## src/hw/rtl/rwa_pkg.sv

```systemverilog
package rwa_pkg;

    localparam int ID_W      = 16;
    localparam int ENTRY_W   = ID_W + 1;   // writer flag above the id
    localparam int ADM_W     = 5;
    localparam int MAX_ADMIT = 16;         // ids admitted by one finish, at most

    localparam logic [ID_W-1:0] FIRST_ID = 16'd2134;

    typedef enum logic [1:0] {
        OP_READ   = 2'd0,
        OP_WRITE  = 2'd1,
        OP_FINISH = 2'd2
    } op_t;

    typedef enum logic [2:0] {
        ST_ADMITTED = 3'd0,
        ST_QUEUED   = 3'd1,
        ST_FINISHED = 3'd2,
        ST_NOTFOUND = 3'd3,
        ST_FULL     = 3'd4
    } status_t;

    typedef enum logic [3:0] {
        S_IDLE,
        S_REQ_SCAN,
        S_FIND_RD,
        S_FIND_CMP,
        S_ADM_START,
        S_ADM_HEAD,
        S_ADM_SCAN,
        S_ADM_COMMIT,
        S_FINAL
    } state_t;

endpackage

```

## src/hw/rtl/rwa_ram.sv

```systemverilog
module rwa_ram #(
    parameter int WIDTH = 17,
    parameter int DEPTH = 16,
    localparam int AW = (DEPTH > 1) ? $clog2(DEPTH) : 1
) (
    input  logic             clk,
    input  logic             we,
    input  logic [AW-1:0]    waddr,
    input  logic [WIDTH-1:0] wdata,
    input  logic [AW-1:0]    raddr,
    output logic [WIDTH-1:0] rdata
);

    logic [WIDTH-1:0] mem [DEPTH];

    always_ff @(posedge clk)
    begin
        if (we)
        begin
            mem[waddr] <= wdata;
        end
        rdata <= mem[raddr];
    end

endmodule

```

## src/hw/rtl/reader_writer_admission.sv

```systemverilog
// Reader/writer lock manager, writers take precedence.
//
// Input channel (in_valid / in_stall): op and target_id. A read or write
// request takes the next id (from 2134, wrapping at 16 bits) and yields one
// beat: admitted, queued or rejected when the store is full. A finish
// yields its own beat (finished or not found) and then one admitted beat
// for every queued id it lets run; last marks the final beat. Op code 3 is
// dropped with no beat.
// Output channel (out_valid / out_stall): one output register. A stall
// holds the beat and the sequencer waits at its next beat; nothing is lost.
// in_stall is high whenever the sequencer is busy with an item.
// Per item: a request that must wait (queued or rejected) goes straight to
// its final beat; one that goes for a run slot first searches for a free
// slot (free slot search walks the valid bits one slot a cycle). A finish
// walks the run-slot RAM, reading and comparing each occupied slot, then
// admits queued ids one by one, with one free slot search for the whole finish.
// Reset clears all valid bits, counters and pointers and sets the id to
// 2134; both RAMs need no clearing. No clearing pass.
module reader_writer_admission #(
    parameter int RUN_SLOTS   = 16,
    parameter int QUEUE_DEPTH = 16
) (
    input  logic        clk,
    input  logic        rst_n,

    input  logic        in_valid,
    output logic        in_stall,
    input  logic [1:0]  op,
    input  logic [15:0] target_id,

    output logic        out_valid,
    input  logic        out_stall,
    output logic [2:0]  status,
    output logic [15:0] proc_id,
    output logic        is_writer,
    output logic        last
);

    localparam int SLOT_W = (RUN_SLOTS > 1) ? $clog2(RUN_SLOTS) : 1;
    localparam int CNT_W  = $clog2(RUN_SLOTS + 1);
    localparam int PTR_W  = (QUEUE_DEPTH > 1) ? $clog2(QUEUE_DEPTH) : 1;
    localparam int QCNT_W = $clog2(QUEUE_DEPTH + 1);
    localparam int IW     = rwa_pkg::ID_W;
    localparam int EW     = rwa_pkg::ENTRY_W;
    localparam int AC_W   = rwa_pkg::ADM_W;

    localparam logic [SLOT_W-1:0] LAST_SLOT = SLOT_W'(RUN_SLOTS - 1);
    localparam logic [PTR_W-1:0]  LAST_PTR  = PTR_W'(QUEUE_DEPTH - 1);
    localparam logic [QCNT_W-1:0] Q_FULL    = QCNT_W'(QUEUE_DEPTH);
    localparam logic [AC_W-1:0]   ADM_LAST  = AC_W'(rwa_pkg::MAX_ADMIT - 1);

    rwa_pkg::state_t state_reg, state_next;

    logic [SLOT_W-1:0]    scan_reg, scan_next;     // request slot / finish search
    logic [SLOT_W-1:0]    free_reg, free_next;     // free slot search on admit
    logic [RUN_SLOTS-1:0] run_vld_reg, run_vld_next;
    logic [CNT_W-1:0]     run_cnt_reg, run_cnt_next;
    logic                 wr_run_reg, wr_run_next; // a writer holds the lock
    logic [PTR_W-1:0]     rd_ptr_reg, rd_ptr_next;
    logic [PTR_W-1:0]     wr_ptr_reg, wr_ptr_next;
    logic [QCNT_W-1:0]    wait_cnt_reg, wait_cnt_next;
    logic [QCNT_W-1:0]    qw_cnt_reg, qw_cnt_next;
    logic [IW-1:0]        next_id_reg, next_id_next;
    logic [AC_W-1:0]      adm_cnt_reg, adm_cnt_next;

    // payload, no reset
    logic                 w_reg, w_next;
    logic [IW-1:0]        tid_reg, tid_next;
    logic [EW-1:0]        head_reg, head_next;
    logic [2:0]           res_status_reg, res_status_next;  // beat held back
    logic [IW-1:0]        res_id_reg, res_id_next;
    logic                 res_w_reg, res_w_next;

    logic                 out_valid_reg;
    logic [2:0]           out_status_reg;
    logic [IW-1:0]        out_id_reg;
    logic                 out_w_reg;
    logic                 out_last_reg;

    logic                 can_emit;
    logic                 emit_en;
    logic                 emit_last;

    logic                 r_we;
    logic [SLOT_W-1:0]    r_waddr;
    logic [EW-1:0]        r_wdata;
    logic [EW-1:0]        r_rdata;
    logic                 q_we;
    logic [EW-1:0]        q_wdata;
    logic [EW-1:0]        q_rdata;

    logic                 must_wait;
    logic                 req_w;

    rwa_ram #(.WIDTH(EW), .DEPTH(RUN_SLOTS)) u_run_ram (
        .clk   (clk),
        .we    (r_we),
        .waddr (r_waddr),
        .wdata (r_wdata),
        .raddr (scan_reg),
        .rdata (r_rdata)
    );

    rwa_ram #(.WIDTH(EW), .DEPTH(QUEUE_DEPTH)) u_wait_ram (
        .clk   (clk),
        .we    (q_we),
        .waddr (wr_ptr_reg),
        .wdata (q_wdata),
        .raddr (rd_ptr_reg),
        .rdata (q_rdata)
    );

    assign can_emit = !out_valid_reg || !out_stall;
    assign in_stall = (state_reg != rwa_pkg::S_IDLE);

    assign req_w     = op[0];
    assign must_wait = req_w ? (run_cnt_reg != '0)
                             : (wr_run_reg || (qw_cnt_reg != '0));

    always_comb
    begin
        state_next      = state_reg;
        scan_next       = scan_reg;
        free_next       = free_reg;
        run_vld_next    = run_vld_reg;
        run_cnt_next    = run_cnt_reg;
        wr_run_next     = wr_run_reg;
        rd_ptr_next     = rd_ptr_reg;
        wr_ptr_next     = wr_ptr_reg;
        wait_cnt_next   = wait_cnt_reg;
        qw_cnt_next     = qw_cnt_reg;
        next_id_next    = next_id_reg;
        adm_cnt_next    = adm_cnt_reg;
        w_next          = w_reg;
        tid_next        = tid_reg;
        head_next       = head_reg;
        res_status_next = res_status_reg;
        res_id_next     = res_id_reg;
        res_w_next      = res_w_reg;
        emit_en         = 1'b0;
        emit_last       = 1'b0;
        r_we            = 1'b0;
        r_waddr         = free_reg;
        r_wdata         = head_reg;
        q_we            = 1'b0;
        q_wdata         = {req_w, next_id_reg};

        case (state_reg)
            rwa_pkg::S_IDLE:
            begin
                if (in_valid)
                begin
                    case (op)
                        rwa_pkg::OP_READ, rwa_pkg::OP_WRITE:
                        begin
                            w_next       = req_w;
                            res_id_next  = next_id_reg;
                            res_w_next   = req_w;
                            next_id_next = next_id_reg + 1'b1;
                            if (must_wait)
                            begin
                                if (wait_cnt_reg >= Q_FULL)
                                begin
                                    res_status_next = rwa_pkg::ST_FULL;
                                end
                                else
                                begin
                                    q_we            = 1'b1;
                                    wr_ptr_next     = (wr_ptr_reg == LAST_PTR) ? '0
                                                    : wr_ptr_reg + 1'b1;
                                    wait_cnt_next   = wait_cnt_reg + 1'b1;
                                    qw_cnt_next     = qw_cnt_reg + QCNT_W'(req_w);
                                    res_status_next = rwa_pkg::ST_QUEUED;
                                end
                                state_next = rwa_pkg::S_FINAL;
                            end
                            else
                            begin
                                scan_next  = '0;
                                state_next = rwa_pkg::S_REQ_SCAN;
                            end
                        end
                        rwa_pkg::OP_FINISH:
                        begin
                            tid_next     = target_id;
                            scan_next    = '0;
                            free_next    = '0;
                            adm_cnt_next = '0;
                            state_next   = rwa_pkg::S_FIND_RD;
                        end
                        default:
                        begin
                            state_next = rwa_pkg::S_IDLE;
                        end
                    endcase
                end
            end

            rwa_pkg::S_REQ_SCAN:
            begin
                if (!run_vld_reg[scan_reg])
                begin
                    r_we                   = 1'b1;
                    r_waddr                = scan_reg;
                    r_wdata                = {w_reg, res_id_reg};
                    run_vld_next[scan_reg] = 1'b1;
                    run_cnt_next           = run_cnt_reg + 1'b1;
                    wr_run_next            = wr_run_reg | w_reg;
                    res_status_next        = rwa_pkg::ST_ADMITTED;
                    state_next             = rwa_pkg::S_FINAL;
                end
                else if (scan_reg == LAST_SLOT)
                begin
                    res_status_next = rwa_pkg::ST_FULL;
                    state_next      = rwa_pkg::S_FINAL;
                end
                else
                begin
                    scan_next = scan_reg + 1'b1;
                end
            end

            rwa_pkg::S_FIND_RD:
            begin
                if (run_vld_reg[scan_reg])
                begin
                    state_next = rwa_pkg::S_FIND_CMP;
                end
                else if (scan_reg == LAST_SLOT)
                begin
                    res_status_next = rwa_pkg::ST_NOTFOUND;
                    res_id_next     = tid_reg;
                    res_w_next      = 1'b0;
                    state_next      = rwa_pkg::S_ADM_START;
                end
                else
                begin
                    scan_next = scan_reg + 1'b1;
                end
            end

            rwa_pkg::S_FIND_CMP:
            begin
                if (r_rdata[IW-1:0] == tid_reg)
                begin
                    run_vld_next[scan_reg] = 1'b0;
                    run_cnt_next           = run_cnt_reg - 1'b1;
                    if (r_rdata[IW])
                    begin
                        wr_run_next = 1'b0;
                    end
                    res_status_next = rwa_pkg::ST_FINISHED;
                    res_id_next     = tid_reg;
                    res_w_next      = r_rdata[IW];
                    state_next      = rwa_pkg::S_ADM_START;
                end
                else if (scan_reg == LAST_SLOT)
                begin
                    res_status_next = rwa_pkg::ST_NOTFOUND;
                    res_id_next     = tid_reg;
                    res_w_next      = 1'b0;
                    state_next      = rwa_pkg::S_ADM_START;
                end
                else
                begin
                    scan_next  = scan_reg + 1'b1;
                    state_next = rwa_pkg::S_FIND_RD;
                end
            end

            // head read: address follows rd_ptr, data registered and taken in the next cycle
            rwa_pkg::S_ADM_START:
            begin
                state_next = (wait_cnt_reg == '0) ? rwa_pkg::S_FINAL : rwa_pkg::S_ADM_HEAD;
            end

            rwa_pkg::S_ADM_HEAD:
            begin
                head_next = q_rdata;
                if (q_rdata[IW])
                begin
                    state_next = (run_cnt_reg == '0) ? rwa_pkg::S_ADM_SCAN
                                                     : rwa_pkg::S_FINAL;
                end
                else
                begin
                    state_next = wr_run_reg ? rwa_pkg::S_FINAL : rwa_pkg::S_ADM_SCAN;
                end
            end

            // slots below free_reg stay taken during one finish
            rwa_pkg::S_ADM_SCAN:
            begin
                if (!run_vld_reg[free_reg])
                begin
                    state_next = rwa_pkg::S_ADM_COMMIT;
                end
                else if (free_reg == LAST_SLOT)
                begin
                    state_next = rwa_pkg::S_FINAL;
                end
                else
                begin
                    free_next = free_reg + 1'b1;
                end
            end

            rwa_pkg::S_ADM_COMMIT:
            begin
                if (can_emit)
                begin
                    emit_en                = 1'b1;
                    emit_last              = 1'b0;
                    res_status_next        = rwa_pkg::ST_ADMITTED;
                    res_id_next            = head_reg[IW-1:0];
                    res_w_next             = head_reg[IW];
                    r_we                   = 1'b1;
                    run_vld_next[free_reg] = 1'b1;
                    run_cnt_next           = run_cnt_reg + 1'b1;
                    wr_run_next            = wr_run_reg | head_reg[IW];
                    rd_ptr_next            = (rd_ptr_reg == LAST_PTR) ? '0
                                           : rd_ptr_reg + 1'b1;
                    wait_cnt_next          = wait_cnt_reg - 1'b1;
                    if (head_reg[IW] && (qw_cnt_reg != '0))
                    begin
                        qw_cnt_next = qw_cnt_reg - 1'b1;
                    end
                    adm_cnt_next = adm_cnt_reg + 1'b1;
                    if (head_reg[IW] || (adm_cnt_reg == ADM_LAST))
                    begin
                        state_next = rwa_pkg::S_FINAL;
                    end
                    else
                    begin
                        state_next = rwa_pkg::S_ADM_START;
                    end
                end
            end

            rwa_pkg::S_FINAL:
            begin
                if (can_emit)
                begin
                    emit_en    = 1'b1;
                    emit_last  = 1'b1;
                    state_next = rwa_pkg::S_IDLE;
                end
            end

            default:
            begin
                state_next = rwa_pkg::S_IDLE;
            end
        endcase
    end

    always_ff @(posedge clk or negedge rst_n)
    begin
        if (!rst_n)
        begin
            state_reg     <= rwa_pkg::S_IDLE;
            scan_reg      <= '0;
            free_reg      <= '0;
            run_vld_reg   <= '0;
            run_cnt_reg   <= '0;
            wr_run_reg    <= 1'b0;
            rd_ptr_reg    <= '0;
            wr_ptr_reg    <= '0;
            wait_cnt_reg  <= '0;
            qw_cnt_reg    <= '0;
            next_id_reg   <= rwa_pkg::FIRST_ID;
            adm_cnt_reg   <= '0;
            out_valid_reg <= 1'b0;
        end
        else
        begin
            state_reg    <= state_next;
            scan_reg     <= scan_next;
            free_reg     <= free_next;
            run_vld_reg  <= run_vld_next;
            run_cnt_reg  <= run_cnt_next;
            wr_run_reg   <= wr_run_next;
            rd_ptr_reg   <= rd_ptr_next;
            wr_ptr_reg   <= wr_ptr_next;
            wait_cnt_reg <= wait_cnt_next;
            qw_cnt_reg   <= qw_cnt_next;
            next_id_reg  <= next_id_next;
            adm_cnt_reg  <= adm_cnt_next;
            if (emit_en)
            begin
                out_valid_reg <= 1'b1;
            end
            else if (!out_stall)
            begin
                out_valid_reg <= 1'b0;
            end
        end
    end

    always_ff @(posedge clk)
    begin
        w_reg          <= w_next;
        tid_reg        <= tid_next;
        head_reg       <= head_next;
        res_status_reg <= res_status_next;
        res_id_reg     <= res_id_next;
        res_w_reg      <= res_w_next;
        if (emit_en)
        begin
            out_status_reg <= res_status_reg;
            out_id_reg     <= res_id_reg;
            out_w_reg      <= res_w_reg;
            out_last_reg   <= emit_last;
        end
    end

    assign out_valid = out_valid_reg;
    assign status    = out_status_reg;
    assign proc_id   = out_id_reg;
    assign is_writer = out_w_reg;
    assign last      = out_last_reg;

    // a running writer is always alone
    a_writer_alone: assert property (@(posedge clk) disable iff (!rst_n)
        wr_run_reg |-> (run_cnt_reg == CNT_W'(1)))
        else $error("writer runs beside another process");

    a_run_count: assert property (@(posedge clk) disable iff (!rst_n)
        $countones(run_vld_reg) == int'(run_cnt_reg))
        else $error("run count disagrees with valid bits");

    a_queue_bounds: assert property (@(posedge clk) disable iff (!rst_n)
        (qw_cnt_reg <= wait_cnt_reg) && (wait_cnt_reg <= Q_FULL))
        else $error("queue counters out of range");

    // a beat is never loaded over one that is still stalled
    a_no_overwrite: assert property (@(posedge clk) disable iff (!rst_n)
        (out_valid_reg && out_stall) |-> !emit_en)
        else $error("output beat overwritten while stalled");

endmodule
```

## config.mk

```make
export PLATFORM = sky130hd
export DESIGN_NAME = reader_writer_admission
export DESIGN_NICKNAME = d
export VERILOG_FILES = /design/src/hw/rtl/rwa_pkg.sv /design/src/hw/rtl/rwa_ram.sv /design/src/hw/rtl/reader_writer_admission.sv
export SDC_FILE = /design/constraint.sdc
export NUM_CORES = 1
export LEC_CHECK = 0
export BUFFER_PORTS_ARGS = -buffer_cell sky130_fd_sc_hd__buf_2
export CORE_UTILIZATION = 40
export CTS_CLUSTER_SIZE = 40
export DETAILED_ROUTE_END_ITERATION = 7
export GPL_ROUTABILITY_DRIVEN = 1
export PLACE_DENSITY = 0.64
export REMOVE_ABC_BUFFERS = 1
export SYNTH_ARGS = -nofsm -noshare
export SYNTH_HDL_FRONTEND = slang
export SYNTH_SLANG_ARGS = --single-unit
```

## constraint.sdc

```tcl
create_clock -name clk -period 4.15 [get_ports clk]
set_input_delay 0.2075 -clock clk [delete_from_list [all_inputs] [get_ports clk]]
set_output_delay 0.2075 -clock clk [all_outputs]
set_load 0.02 [all_outputs]
```

==> flow_metrics.py, run 1 <==
metrics = {
    "status": {
        "status": "completed",
    },
    "hold_path": {
        "hold_end": "u_wait_ram.mem[12][16]",
        "min_path_cells": 1,
        "hold_path.startpoint": "op[0]",
        "min_path_type": "in -> reg",
    },
    "setup_path": {
        "critical-path-slowest-cell": "dfrtp_4",
        "worstPathArrival_ps": 3760,
        "crit_top_cell": "buf_4",
        "critical-path-top-delay-family": "multiplexers",
        "cp_num_buf_inv": 2,
        "crit_required_ps": 4420,
        "cpPeakStageDelay_ps": 580,
        "reg2reg_depth": 8,
        "critPathCaptureType": "register",
        "r2r_start": "scan_reg[1]",
        "timing.rr.end": "u_run_ram.mem[7][8]",
        "crit_chain": "mux2_1 -> mux4_2 -> a32oi_4 -> and2_1 -> buf_4 -> a31oi_1 -> nor2_2 -> buf_4",
        "critPathMaxFanout": 17,
        "worstSetupStartpointType": "register",
        "regToRegSetupSlack_ps": 660,
        "worstSetupPathType": "reg -> reg",
    },
    "timing": {
        "hold_slack_ps": 95.42,
        "relSlewSlack_pct": 21.93,
        "hold_viol": 0,
        "max_freq_mhz": 286.4,
        "fin_setup_tns_ps": 0,
        "fin_skew_ps": 24.85,
        "slew_viol_final": 0,
        "tightest_slew_ps": 1171,
        "setup_viol": 0,
        "period_needed_ps": 3491,
        "rsz0062_at_grt": "no",
        "fin_crit_sh_pct": 84.13,
    },
    "floorplan": {
        "core_area_mm2": 0.07198,
        "fp-row-count": 98,
        "die_w_um": 272.7,
        "io_pins": 45,
        "die-area_mm2": 0.07436,
        "initial_utilization_pct": 40.72,
        "chipHeight_um": 272.7,
    },
    "drt": {
        "dr.pass1.iters": 5,
        "vias_per_cell": 5.605,
        "drtIter0Drc": 1488,
        "vias": 15241,
        "wl_per_cell_um": 24.33,
        "finalWirelength_um": 66140,
        "ant_nets": 0,
        "drc": 0,
    },
    "power": {
        "power.density_mw_per_mm2": 603.8,
        "leakage_nw": 11.10,
        "vdd_drop_max_mv": 0.3039,
    },
    "clock_tree": {
        "cts-resized-gates": 0,
        "cts_tree": "yes",
        "cts_sinks": 727,
        "clockBufferDepth": 3,
        "cts_setup_buffers": 0,
        "cts-root-buf": "clkbuf_16",
        "insertion_delay_ps": 620,
        "htreeDepth": 3,
        "cts_inserted_buffers": 76,
        "clk_pin_slew_worst_paths_ps": 60,
    },
    "synth": {
        "yosysUniqueCellTypes": 65,
        "synth-main-ff-cell": "edfxtp_1",
        "async_reset_ff_share_pct": 10.18,
        "synth_warnings": 0,
        "postSynthCellCount": 1589,
        "synth_enable_flop_cells": 619,
        "synth.cell_area_mm2": 0.02931,
        "synth_seq_area_share_pct": 72.08,
        "synth-seq-cells": 727,
        "syn-mean-instance-area_um2": 18.45,
    },
    "global_routing": {
        "antenna_found_initial": 3,
        "grt_overflow": 0,
        "grt_usage_pct": 18.09,
        "grt_max_degree": 77,
        "grt_pass1_wl_um": 100400,
        "first_global_vias": 15752,
    },
    "flow_run": {
        "drv_cap": 0,
    },
    "layout": {
        "final_common_cell": "edfxtp_1",
        "n_antenna_cell": 0,
        "area_delta_synth_final_pct": 14.70,
        "drive_gt1_share_pct": 25.83,
        "reg_top3": "u_run_ram.mem x272, u_wait_ram.mem x272",
        "final_core_util_pct": 46.71,
        "final_cell_mix": "619 x edfxtp_1, 174 x mux4_2, 95 x nand2_1",
        "n_fill_cell": 5939,
        "nets": 1761,
    },
    "placement": {
        "dp_hpwl_um": 41520,
        "gp_congestion": 0.8744,
        "io_buffers": 44,
    },
}
## power breakdown
group          internal (mW)  switching (mW)
clock                   3.82            2.77
combinational           1.83            2.16
sequential              8.88           0.835
## cell families (layout without fill, tap and decap cells)
family / after synthesis / count (layout) / synth area share [%]
adders and majority gates: 29 / 29 / 1.315
muxes: 206 / 206 / 14.54
AOI/OAI and AO/OA: 162 / 162 / 4.073
xor gates and xnor gates: 49 / 49 / 1.464
and+or+nand+nor: 310 / 310 / 5.127
DFF: 727 / 727 / 72.08
buffers and inverters: 106 / 286 / 1.400
## cell type report
class | instances | area (µm²) | area share [%]
Timing Repair Buffer | 124 | 905.9 | 2.695
Multi-Input combinational cell | 756 | 7885 | 23.45
Sequential cell | 727 | 21140 | 62.88
Clock inverter | 38 | 355.3 | 1.057
Inverter | 25 | 93.84 | 0.2791
Tap cell | 950 | 1189 | 3.536
Clock buffer | 99 | 2049 | 6.096
## metal layers
| layer | wire, µm | GRT usage (%) | vias to the layer above |
|---|---|---|---|
| met1 | 28390 | 24.74 | 7973 |
| li1 | - | - | 6649 |
| met3 | 3721 | 3.365 | 115 |
| met2 | 32080 | 29.28 | 504 |
| met5 | 0 | 0 | - |
| met4 | 1950 | 5.781 | 0 |
## worst max path at each step
stage	start	end	slack (ps)	cells past startpoint
finish	scan_reg[1]	u_run_ram.mem[7][8]	660	8
global route	scan_reg[1]	u_run_ram.mem[3][8]	510	8
CTS	scan_reg[1]	u_run_ram.mem[7][15]	700	8
detailed placement	scan_reg[1]	u_run_ram.mem[7][14]	730	8
global placement	scan_reg[1]	u_run_ram.mem[3][8]	680	8
floorplan	scan_reg[0]	u_run_ram.mem[1][0]	-1930	5
## timing repair
| action | CTS | global route |
|---|---|---|
| hold endpoints to repair | 52 | 0 |
| endpoints found under the setup margin | 0 | 0 |
| hold buffers | 18 | 0 |
## cell usage after synthesis (4+ instances only)
cell       instances  share of area (%)
edfxtp_1         619                 63
dfxtp_1           34                2.3
nor2_1            63               0.81
nor2b_1            7               0.15
a21o_1            13               0.33
dfstp_2            5               0.45
o211ai_1           5               0.13
o21ai_0           23               0.39
and2_1             9               0.19
a221o_1           16               0.55
and3_1            19               0.41
nand4_1           17               0.36
xor2_1            13               0.39
ha_1              26                1.1
dfrtp_1           69                5.9
mux2_2            12               0.46
o22ai_1            5               0.11
nand3b_1           4               0.10
nand2_1           95                1.2
a21oi_1           28               0.48
nor3_1            15               0.26
a22o_1            18               0.54
nand3_1           52               0.89
clkbuf_1          55               0.70
inv_1             25               0.32
a22oi_1            5               0.13
buf_1             21               0.27
o2bb2ai_1         12               0.36
mux2i_1           17               0.58
xnor2_1           36                1.1
a31oi_1           14               0.30
nor4_1             5               0.11
mux4_2           174                 13
buf_2              4              0.068
nand2b_1          12               0.26
## per-stage QoR
step                      total power, mW  instances  setup slack [ps]  cell area (µm²)
after global routing                21.11       2719             506.8            33620
after CTS                           20.44       2719             697.4            33620
final                               20.30       2719             658.8            33620
after floorplan                     12.49       1508             -1934            28990
after global placement              13.73       2564             676.6            31030
after detailed placement            13.84       2564             727.0            31030
Note: power is estimated with default switching activity, not from simulation.
==> run 2, diff against run 1 <==
--- a/config.mk
+++ b/config.mk
@@ -10,7 +10,7 @@
 export CTS_CLUSTER_SIZE = 40
 export DETAILED_ROUTE_END_ITERATION = 7
 export GPL_ROUTABILITY_DRIVEN = 1
-export PLACE_DENSITY = 0.64
+export PLACE_DENSITY = 0.66
 export REMOVE_ABC_BUFFERS = 1
 export SYNTH_ARGS = -nofsm -noshare
 export SYNTH_HDL_FRONTEND = slang
==> constraint.sdc (replaced) <==
create_clock -name clk -period 2.8 [get_ports clk]
set_input_delay 0.14 -clock clk [delete_from_list [all_inputs] [get_ports clk]]
set_output_delay 0.14 -clock clk [all_outputs]
set_load 0.02 [all_outputs]
==> run 2 against run 1 <==
Clock-buffer cell count fell by 5. Cell area is 4.2% higher. Critical path depth is the same. Die area is the same. First-iteration DRC count grew 12%. Largest power group unchanged. Non-clock buffer count grew 95. Total power rose by 54%. Via count up 5.4%. Utilization grew 2.0 points. Routed wire length grew 7.9%. Clock skew is 6.6 ps lower. Clock power grew 52%. The flow now finishes with violations (setup timing).
==> flow_metrics.py, run 2 (synthesis results as in run 1) <==
metrics = {
    "status": {
        "status": "finished, violations left",
        "violations": "setup timing",
    },
    "floorplan": {
        "die_w_um": 272.7,
        "io_pins": 45,
        "chipHeight_um": 272.7,
        "fp-row-count": 98,
        "initial_utilization_pct": 40.72,
        "die-area_mm2": 0.07436,
        "core_area_mm2": 0.07198,
    },
    "drt": {
        "drtIter0Drc": 1669,
        "drc": 0,
        "wl_per_cell_um": 25.36,
        "vias": 16069,
        "dr.pass1.iters": 5,
        "ant_nets": 0,
        "vias_per_cell": 5.708,
        "finalWirelength_um": 71390,
    },
    "global_routing": {
        "grt_pass1_wl_um": 106000,
        "first_global_vias": 16449,
        "grt_max_degree": 59,
        "grt_overflow": 0,
        "antenna_found_initial": 5,
        "grt_usage_pct": 19.28,
    },
    "hold_path": {
        "hold_path.startpoint": "op[1]",
        "hold_end": "next_id_reg[6]",
        "min_path_type": "in -> reg",
        "min_path_cells": 5,
    },
    "flow_run": {
        "drv_cap": 0,
    },
    "timing": {
        "period_needed_ps": 2825,
        "fin_crit_sh_pct": 100.9,
        "hold_viol": 0,
        "tightest_slew_ps": 889.3,
        "setup_viol": 33,
        "fin_skew_ps": 18.25,
        "setup_slack_ps": -25.19,
        "hold_slack_ps": 52.95,
        "rsz0062_at_grt": "yes",
        "slew_viol_final": 0,
        "max_freq_mhz": 354.0,
        "relSlewSlack_pct": 40.72,
    },
    "layout": {
        "area_delta_synth_final_pct": 19.54,
        "final_cell_mix": "619 x edfxtp_1, 174 x mux4_2, 101 x buf_4",
        "final_cells": 2815,
        "stdcell_area_mm2": 0.03504,
        "reg_top3": "u_run_ram.mem x272, u_wait_ram.mem x272",
        "nets": 1855,
        "drive_gt1_share_pct": 29.51,
        "n_fill_cell": 5825,
        "final_common_cell": "edfxtp_1",
    },
    "clock_tree": {
        "clk_pin_slew_worst_paths_ps": 60,
        "insertion_delay_ps": 620,
        "htreeDepth": 3,
        "cts_tree": "yes",
        "cts-root-buf": "clkbuf_16",
        "cts_sinks": 727,
        "clockBufferDepth": 3,
        "cts_inserted_buffers": 75,
    },
    "setup_path": {
        "timing.rr.end": "u_run_ram.mem[10][7]",
        "worstSetupStartpointType": "register",
        "worstPathArrival_ps": 3180,
        "crit_required_ps": 3160,
        "critPathMaxFanout": 19,
        "crit_chain": "buf_4 -> mux2i_1 -> mux4_2 -> mux2_2 -> a22oi_1 -> buf_4 -> nor2_2 -> buf_4",
        "r2r_start": "scan_reg[1]",
        "critical-path-slowest-cell": "mux4_2",
        "reg2reg_depth": 8,
        "critPathCaptureType": "register",
        "worstSetupPathType": "reg -> reg",
        "crit_top_cell": "buf_4",
        "regToRegSetupSlack_ps": -30,
        "cpPeakStageDelay_ps": 560,
    },
    "power": {
        "leakage_nw": 11.70,
        "power.density_mw_per_mm2": 889.3,
        "vdd_drop_max_mv": 0.5672,
        "power.total_mw": 31.16,
    },
    "placement": {
        "io_buffers": 44,
        "dp_hpwl_um": 46940,
        "dpl-instance-area_mm2": 0.03214,
        "dp_cells": 2647,
        "preCtsSetupSlack_ps": -149.3,
        "gp_congestion": 0.8891,
    },
}
[run 2: through the flow]
stage	TNS (ps)	util, %
floorplan	-1845590	-
global placement	-636.6	44.65
detailed placement	-17470	44.65
CTS	0	48.38
global route	-3807	48.67
finish	-312.5	48.68
[run 2: timing repair]
action | 4_1_cts | 5_1_grt
setup endpoints to repair | 290 | 482
endpoints found under the hold margin | 67 | 0
setup buffers | 1 | 6
hold buffers | 20 | 0
resized for setup | 5 | 22
pin swaps | 2 | 5
gates cloned | 0 | 3
[run 2: how the worst max path moves through the flow]
stage,to,from,cells past startpoint
2_1_floorplan,u_run_ram.mem[1][0],scan_reg[0],5
5_1_grt,u_run_ram.mem[9][16],scan_reg[1],8
6_report,u_run_ram.mem[10][7],scan_reg[1],8
3_5_place_dp,u_run_ram.mem[15][8],scan_reg[1],8
3_3_place_gp,u_run_ram.mem[15][7],scan_reg[1],8
4_1_cts,u_run_ram.mem[15][13],scan_reg[1],8
[run 2: final cells by class]
cell class | count | area [µm²] | share of cell area (%)
multi-input combinational | 756 | 7939 | 22.66
inverter | 25 | 93.84 | 0.2678
clock buffer | 94 | 2001 | 5.710
clock inverter | 43 | 466.7 | 1.332
sequential | 727 | 21140 | 60.34
antenna | 1 | 2.502 | 0.007142
timing repair buffer | 219 | 2205 | 6.292
tap | 950 | 1189 | 3.393
[run 2: power breakdown]
| part | internal, mW | switching, mW |
|---|---|---|
| Clock | 5.93 | 4.08 |
| Sequential | 13.1 | 1.15 |
| Combinational | 3.24 | 3.62 |
| Total | 22.3 | 8.84 |
[run 2: critical path: cells and delay by family (launching register included)]
family	cells	cell delay [ps]
mux	3	1010
simple gates	1	50
flops	1	530
compound gates	1	280
buf+inv	3	670
[run 2: layer usage]
layer | share of wire [%] | vias up | global-route usage [%]
li1 | - | 6840 | -
met4 | 3.5 | 6 | 7.348
met3 | 6.5 | 141 | 3.734
met2 | 48 | 658 | 30.61
met1 | 42 | 8424 | 26.36
met5 | 0.053 | - | 0
